## config.mk

```make
export PLATFORM = sky130hd
export DESIGN_NAME = kaes_ram
export DESIGN_NICKNAME = d
export VERILOG_FILES = /design/src/kaes_ram.sv
export SDC_FILE = /design/constraint.sdc
export NUM_CORES = 1
export LEC_CHECK = 0
export BUFFER_PORTS_ARGS = -buffer_cell sky130_fd_sc_hd__buf_2
export CORE_ASPECT_RATIO = 1.75
export CORE_UTILIZATION = 40
export DETAILED_ROUTE_END_ITERATION = 7
export MAX_ROUTING_LAYER = met4
export SLEW_MARGIN = 20
export SYNTH_ARGS = -nofsm -noshare
export SYNTH_HDL_FRONTEND = slang
export SYNTH_SLANG_ARGS = --single-unit
```

## constraint.sdc

```tcl
create_clock -name clk -period 3.8 [get_ports clk]
set_input_delay 0.76 -clock clk [delete_from_list [all_inputs] [get_ports clk]]
set_output_delay 0.76 -clock clk [all_outputs]
set_load 0.005 [all_outputs]
```

## src/kaes_ram.sv

```systemverilog
// Generic single-write, single-read RAM with registered read data.
module kaes_ram #(
  parameter int WIDTH = 32,
  parameter int DEPTH = 32,
  localparam int AW = (DEPTH > 1) ? $clog2(DEPTH) : 1
) (
  input  logic             clk,
  input  logic             we,
  input  logic [AW-1:0]    waddr,
  input  logic [WIDTH-1:0] wdata,
  input  logic             re,
  input  logic [AW-1:0]    raddr,
  output logic [WIDTH-1:0] rdata
);

  logic [WIDTH-1:0] mem [DEPTH];

  always_ff @(posedge clk) begin
    if (we) begin
      mem[waddr] <= wdata;
    end
    if (re) begin
      rdata <= mem[raddr];
    end
  end

endmodule

```

==> out/qor.yml <==
outcome: "finished, final reports clean"
slew_headroom: 0.382
drive_gt1_frac: 0.137
r2r-end: "rdata[0]"
clkPwrFrac: 0.389
path_clk_slew_ns: 0.07
fin_worst_skew_ns: 0.0181
cts_hold_buf: 0
synth_area_sq_um: 40800
ys_seq_area_frac: 0.777
reg2reg_slack_ns: 2.24
ys_async_sr_fraction: 0
hold_viol: 0
design.die.area_sq_um: 103000
avgSynthCellArea_sq_um: 18.1
via_per_inst: 5.55
grt_pass1_vias: 22100
cts_tree: "built"
ys_seq_elements: 1056
period_minus_slack_ns: 2.28
worstSetupStartpointType: "input port"
pwr-share-comb: 0.053
post-cts-setup-buffer-count: 0
drt.antenna.violating_nets: 0
nNetsFinal: 2440
crit_type: "in -> reg"
r2r_cells: 5
cp-endpoint: "mem[28][19]"
max_freq_ghz: 0.438
r2r-start: "mem[5][0]"
fill_cells: 8570
die_h_microns: 425
place_congestion: 0.795
post_cts_resized: 0
setup_viol: 0
syn-instance-count: 2260
vias: 21100
start_util: 0.404
powerDensity_nw_per_um2: 504
grt_antenna_before_repair: 9
worstPathMaxFanout: 19
switchingPower_mw: 4.93
final_util: 0.460
ios: 77
period_share: 0.601
worst_pin_slew_ns: 0.925
synth_area_leader_cell: "edfxtp_1"
overflow: 0
ctsHtreeMaxLevel: 3
synthDistinctLibCells: 24
p_seq_frac: 0.558
p_int_mw: 18.5
syn-num-nets: 2305
yosysWarnings: 0
first_pass_iters: 5
cts-root-buf: "clkbuf_16"
max_cap_violations: 0
arrival_ns: 2.66
rsz0062_at_grt: "false"
slew_viol_final: 0
rows: 154
synth.top_cells.by_area: "edfxtp_1 78%, mux2i_1 13%, a22oi_1 1.8%, a22o_1 1.4%, nand3_1 1.2%"
grt_pass1_wl_microns: 152000
drc: 0
postRouteWirelength_microns: 106000
synth_top_area_frac: 0.777
cts_buffers: 87
synth_edf_count: 1056
areaGrowthSynthToFinish_pct: 13.8
grt_start_max_net_pins: 55
die_w_microns: 243
drt_iter0_markers: 1757
critPathLaunch: "waddr[1]"
cts_sinks: 1056
setup_tns_ns: 0
swShare: 0.211
peakVddDrop_mv: 0.355
wl_per_cell_microns: 28.0
io_buffers: 76
clockBufferDepth: 3
ys.flop_type: "edfxtp_1"
core_sq_um: 101000
clock_latency_ns: 0.68
p_leak_nw: 15.9
hpwl_microns: 61800
end_kind: "flip-flop"
crit_required_ns: 4.17
grt.total_usage: 0.212
hp-class: "in -> reg"
[area by class of cell]
type / instances / area (sq um) / share of cell area
clock buffer: 107 / 2290 / 0.0494
multi-input combinational: 1077 / 8610 / 0.185
tap: 1326 / 1660 / 0.0357
sequential: 1056 / 31700 / 0.683
clock inverter: 48 / 541 / 0.0116
antenna: 6 / 15.0 / 0.000323
timing repair buffer: 173 / 1590 / 0.0343
[power groups by stage]
stage	clock (mW)	combinational, mW	sequential (mW)
finish	9.10	1.24	13.1
global route	9.66	1.32	13.1
CTS	9.28	1.25	13.1
detailed placement	0	1.25	13.3
global placement	0	1.22	13.3
floorplan	0	0.670	13.3
[state kept, by name, summed over array words and instances, names as in the netlist]
| signal | cells |
|---|---|
| rdata | 32 |
| mem | 1024 |
[synth_stat cells, types with 3 or more instances]
| library cell | n |
|---|---|
| buf_6 | 15 |
| buf_1 | 5 |
| nor2_1 | 34 |
| edfxtp_1 | 1056 |
| a21oi_1 | 96 |
| a31oi_1 | 32 |
| buf_2 | 26 |
| mux2i_1 | 512 |
| nand3b_1 | 5 |
| buf_4 | 33 |
| a22o_1 | 64 |
| nor3_1 | 32 |
| nand2_1 | 98 |
| a22oi_1 | 96 |
| nand3_1 | 98 |
| or3b_2 | 3 |
| clkbuf_1 | 46 |
[through the flow]
stage,instance area (sq um),power [mW],cells,setup WS (ns),hold slack [ns]
final,46400,23.4,3793,1.52,0.557
after global routing,46400,24.0,3793,1.47,0.540
after CTS,46400,23.6,3787,1.55,0.520
after detailed placement,43600,14.6,3632,0.844,0.674
after global placement,43600,14.5,3632,0.883,0.663
after floorplan,40800,14.0,2260,0.606,0.629
[kinds of logic (layout without fill, tap and decap cells)]
kind of cell,Yosys count,after routing,synth area share
buffers and inverters,127,328,0.0185
muxes,512,512,0.126
AOI/OAI and AO/OA,288,288,0.0481
other,0,6,0
and+or+nand+nor,277,277,0.0308
DFF,1056,1056,0.777
[per-layer routing]
layer  up-vias  global-route usage  wire length [microns]  share of wire
met5         -                   -                      0              0
li1       9260                   -                      -              -
met4         0              0.0785                   3400          0.032
met2       620               0.390                  58800           0.55
met1     11000               0.233                  39000           0.37
met3       187              0.0268                   4870          0.046
[placed cells by master (no fill, tap or decap)]
| cell | instances |
|---|---|
| nor2_1 | 1 |
| clkbuf_1 | 18 |
| diode_2 | 6 |
| buf_4 | 59 |
| nor2b_4 | 1 |
| and2_4 | 1 |
| a21oi_1 | 96 |
| or3b_2 | 3 |
| clkinvlp_4 | 6 |
| nand2_1 | 97 |
| buf_2 | 75 |
| a31oi_1 | 32 |
| bufinv_16 | 11 |
| buf_8 | 1 |
| clkinv_1 | 16 |
| clkinv_8 | 2 |
| edfxtp_1 | 1056 |
| nand2b_2 | 2 |
| or2_2 | 1 |
| clkinv_2 | 11 |
| buf_12 | 38 |
| nand3b_1 | 5 |
| a22oi_1 | 96 |
| clkbuf_16 | 89 |
| or3_1 | 1 |
| a22o_1 | 64 |
| mux2i_1 | 512 |
| nor3_1 | 32 |
| inv_6 | 2 |
| and2b_4 | 1 |
| nand2_2 | 1 |
| nor2_4 | 33 |
| nand3_1 | 98 |
[worst max-delay path, cell delays in order]
cell and delay, ns:
buf_2 0.12, or3b_2 0.69, nor2_4 0.72, buf_12 0.30
[worst min path at each step]
stage,startpoint,end,slack [ns],depth (start not counted)
5_1_grt,re,rdata[20],0.54,1
4_1_cts,re,rdata[20],0.52,1
3_5_place_dp,mem[26][10],rdata[10],0.67,4
2_1_floorplan,mem[16][10],rdata[10],0.63,4
6_report,re,rdata[20],0.56,1
3_3_place_gp,mem[10][12],rdata[12],0.66,4
No activity file was read; power rests on OpenSTA's default activity.
