File: src/kaes_pkg.sv
// Shared types, constants and codes for the keypoint smoother.
package kaes_pkg;

  localparam int MAX_TRACKS_DEF = 32;
  localparam int MAX_KPTS_DEF   = 17;

  localparam logic [15:0] THRESHOLD_RST  = 16'd13107;
  localparam logic [15:0] ALPHA_LOW_RST  = 16'd9830;
  localparam logic [15:0] ALPHA_HIGH_RST = 16'd45875;

  localparam logic [16:0] ONE_Q16   = 17'h10000;
  localparam logic [31:0] ROUND_Q16 = 32'h0000_8000;
  localparam logic [4:0]  DIV_STEPS = 5'd16;
  localparam logic [3:0]  MAC_LAST  = 4'd9;

  typedef enum logic [1:0] {
    ACT_MEASURE = 2'd0,
    ACT_MISS    = 2'd1,
    ACT_ERASE   = 2'd2
  } act_t;

  typedef enum logic [1:0] {
    REG_THRESHOLD  = 2'd0,
    REG_ALPHA_LOW  = 2'd1,
    REG_ALPHA_HIGH = 2'd2
  } cfg_reg_t;

  typedef enum logic [2:0] {
    ST_IDLE,
    ST_TRACK,
    ST_POINT,
    ST_DIV,
    ST_MAC,
    ST_EMIT,
    ST_MISS
  } state_t;

  typedef enum logic [1:0] {
    ACC_HOLD,
    ACC_INIT,
    ACC_ADD
  } acc_op_t;

  typedef struct packed {
    logic [1:0]  action;
    logic [4:0]  track_slot;
    logic [4:0]  kpt_index;
    logic [5:0]  kpt_count;
    logic [15:0] meas_x;
    logic [15:0] meas_y;
    logic [15:0] meas_conf;
  } in_item_t;

  typedef struct packed {
    logic [4:0]  out_track;
    logic [4:0]  out_kpt;
    logic [15:0] smooth_x;
    logic [15:0] smooth_y;
    logic [15:0] out_conf;
    logic        held;
    logic        last;
  } out_item_t;

  typedef struct packed {
    logic busy;
    logic done;
  } div_stat_t;

endpackage

File: src/kaes_div.sv
// Radix-2 restoring divider: one quotient bit per cycle, numerator below denominator.
module kaes_div import kaes_pkg::*; (
  input  logic        clk,
  input  logic        rst,
  input  logic        start,
  input  logic [15:0] num,
  input  logic [16:0] den,
  output logic [15:0] quot,
  output div_stat_t   stat
);

  logic [16:0] rem;
  logic [15:0] q;
  logic [4:0]  cnt;
  logic        busy;
  logic        done;
  logic [17:0] shifted;
  logic        fits;

  assign shifted = {rem, 1'b0};
  assign fits    = shifted >= {1'b0, den};

  always_ff @(posedge clk) begin
    if (rst) begin
      busy <= 1'b0;
      done <= 1'b0;
      cnt  <= '0;
    end else begin
      done <= 1'b0;
      if (start) begin
        busy <= 1'b1;
        cnt  <= DIV_STEPS;
      end else if (busy) begin
        cnt <= cnt - 5'd1;
        if (cnt == 5'd1) begin
          busy <= 1'b0;
          done <= 1'b1;
        end
      end
    end
  end

  always_ff @(posedge clk) begin
    if (start) begin
      rem <= {1'b0, num};
      q   <= '0;
    end else if (busy) begin
      rem <= fits ? 17'(shifted - {1'b0, den}) : shifted[16:0];
      q   <= {q[14:0], fits};
    end
  end

  assign quot      = q;
  assign stat.busy = busy;
  assign stat.done = done;

endmodule

File: config.mk
export PLATFORM = sky130hd
export DESIGN_NAME = kaes_div
export DESIGN_NICKNAME = d
export VERILOG_FILES = /design/src/kaes_pkg.sv /design/src/kaes_div.sv
export SDC_FILE = /design/constraint.sdc
export NUM_CORES = 1
export LEC_CHECK = 0
export BUFFER_PORTS_ARGS = -buffer_cell sky130_fd_sc_hd__buf_4
export CAP_MARGIN = 25
export CORE_MARGIN = 2
export CORE_UTILIZATION = 60
export CTS_CLUSTER_SIZE = 14
export DETAILED_ROUTE_END_ITERATION = 8
export GPL_ROUTABILITY_DRIVEN = 0
export PLACE_DENSITY = 0.95
export SLEW_MARGIN = 5
export SYNTH_ARGS = -nofsm -noshare
export SYNTH_HDL_FRONTEND = slang
export SYNTH_SLANG_ARGS = --single-unit
File: constraint.sdc
create_clock -name clk -period 5 [get_ports clk]
set_input_delay 1 -clock clk [delete_from_list [all_inputs] [get_ports clk]]
set_output_delay 1 -clock clk [all_outputs]
set_load 0.005 [all_outputs]
==> qor.yml <==
areaGrowthSynthToFinish_pct: 18.97
critPathMostFrequentCell: "buf_4"
rsz0062_at_grt: "false"
crit_path_end_kind: "register"
synth_nets: 350
min_to: "quot[15]$_SDFFE_PP0P_"
finalMaxSlewViolations: 0
routed_wl_mm: 5.930
r2r_end: "rem[1]$_DFFE_PP_"
placed_area_um2: 3084
clkTransAtPathRegs_ns: 0.08
syn_area_per_cell_um2: 9.129
syn_area_um2: 2684
grt_antenna_before_repair: 0
critPathTopFamily: "compound AO/OA/AOI/OAI gates"
path_buf_inv: 3
rows: 24
track_usage_pct: 24.72
port-buffer-count: 53
avgViaCountPerCell: 5.845
final_common_cell: "buf_4"
worstHoldStart: "quot[15]$_SDFFE_PP0P_"
die_area_um2: 5024
finalSetupTns_ns: 0
cts.sinks: 40
drive_gt1_share_pct: 20.23
drtIter0Drc: 178
die_y_um: 70.88
synthFlopType: "dfxtp_1"
max_stage_delay_ns: 0.46
required_ns: 5.06
crit_arrival_ns: 3.48
firstDrtPassIters: 4
io_pins: 54
worst_slack_ns: 1.581
timing.fmax_mhz: 292.5
slew_headroom_pct: 53.55
final_util_pct: 73.84
hpwl_mm: 4.257
critPathSlowestCell: "a221oi_2"
worst_slew_pin_slew_ns: 0.6959
synth_cell_type_count: 51
crit_chain: "buf_4, inv_1, ha_1, a21o_1, a2111oi_4, a21oi_2, a221oi_2, buf_4, mux2i_1, mux2_2"
antenna_cells: 0
worst_clock_skew_ns: 0.01055
path_max_fanout: 26
r2r_cells: 8
synthArstFlopShare_pct: 0
ant_nets: 0
fin_cells: 393
wl_per_cell_um: 15.09
layout_common_cells: "buf_4, nor2_1, inv_1, dfxtp_1, nand2_1"
first_global_vias: 2174
postSynthCellCount: 294
setup.worst_path.start_class: "input port"
powerDensity_nw_per_um2: 376.7
synth_edf_count: 16
clock_latency_ns: 0.31
setup_viol: 0
htreeDepth: 2
cts_buffers: 5
whs_path_depth: 2
peakVddDrop_uv: 237.6
hold_viol: 0
core_um2: 4324
power_mw: 1.203
period_share_pct: 68.37
drv_cap: 0
fillers: 330
synth.yosys.seq_area_share_pct: 35.80
cts_resized: 0
placed_cells_incl_taps: 385
ys_ff_latch: 40
drcViolationCount: 0
fin_hold_ws_ns: 0.5064
cts_tree: "done"
overflow: 0
cts_hold_buffers: 0
yosysWarnings: 0
p_leak_nw: 1.424
fin_crit_ns: 3.419
status: "complete, no violations"
fin_area_um2: 3193
vias: 2297
post_cts_buffers: 0
cts_buffer_depth: 2
final_nets: 396
grt_pass1_wl_mm: 9.915
rr_startpoint: "rem[8]$_DFFE_PP_"
crit_type: "in2reg"
reg2reg_slack_ns: 1.97
start_util_pct: 62.07
die_w_um: 70.88
ctsRootBufferMaster: "clkbuf_8"
dpl_worst_slack_ns: 1.315
hold_path.class: "reg2reg"
grt_max_degree: 68
cell type report:
class	count	area [um^2]	area share, %
multi-input cells	214	1555	48.71
flip-flops and latches	40	960.9	30.09
repair buffers	55	412.9	12.93
clock buffers	6	93.84	2.939
inverters	24	90.09	2.821
well taps	52	65.06	2.038
clock inverters	2	15.01	0.4702
tightest hold or removal path: cells and delay by family, from the launching register on:
family	cells	cell delay, ns
muxes	1	0.07
and+or+nand+nor	1	0.07
DFF	1	0.33
cells in the mapped netlist, drive strengths merged, types with 4 or more instances:
master | instances | area (um^2)
nor2b | 10 | 62.56
dfxtp | 24 | 480.5
clkbuf | 8 | 31.28
xnor2 | 11 | 96.34
mux2i | 17 | 170.2
a21oi | 16 | 83.83
nand2 | 21 | 78.83
nand3b | 8 | 60.06
nor3 | 10 | 50.05
o21a | 4 | 30.03
o21ai | 8 | 40.04
ha | 19 | 237.7
nor2 | 30 | 112.6
edfxtp | 16 | 480.5
inv | 24 | 90.09
nand2b | 6 | 37.54
o311ai | 8 | 70.07
buf | 8 | 46.29
xor2 | 7 | 61.31
sequential cells by signal, indices dropped and copies added (netlist names):
register  count
quot         16
busy          1
done          1
cnt           5
rem          17
cells by family after synthesis:
family	synth area share, %
AO/OA/AOI/OAI	17.86
buffers and inverters	6.247
AND/OR/NAND/NOR	17.86
flip-flops	35.80
multiplexers	6.760
XOR/XNOR	5.874
adder cells (fa/ha/maj)	9.604
worst max path at each step:
stage	slack, ns	to	start	cells after the start
floorplan	1.86	rem[9]$_DFFE_PP_	den[9]	9
global placement	1.46	rem[1]$_DFFE_PP_	den[9]	10
detailed placement	1.32	rem[1]$_DFFE_PP_	den[9]	10
CTS	1.63	rem[1]$_DFFE_PP_	den[9]	10
global route	1.43	rem[1]$_DFFE_PP_	den[5]	11
finish	1.58	rem[1]$_DFFE_PP_	den[9]	10
layer usage:
metal	GRT usage, %	part of all wire (%)	vias to the layer above
li1	-	-	1140
met1	31.43	45	1078
met2	41.54	48	70
met3	5.840	6.1	9
met4	8.176	1.3	0
met5	0	0	-
power by group:
part	switching, mW	total, mW	internal, mW
Sequential	0.0272	0.422	0.395
Combinational	0.289	0.520	0.232
Clock	0.130	0.261	0.131
No activity file was read; power rests on OpenSTA's default activity.
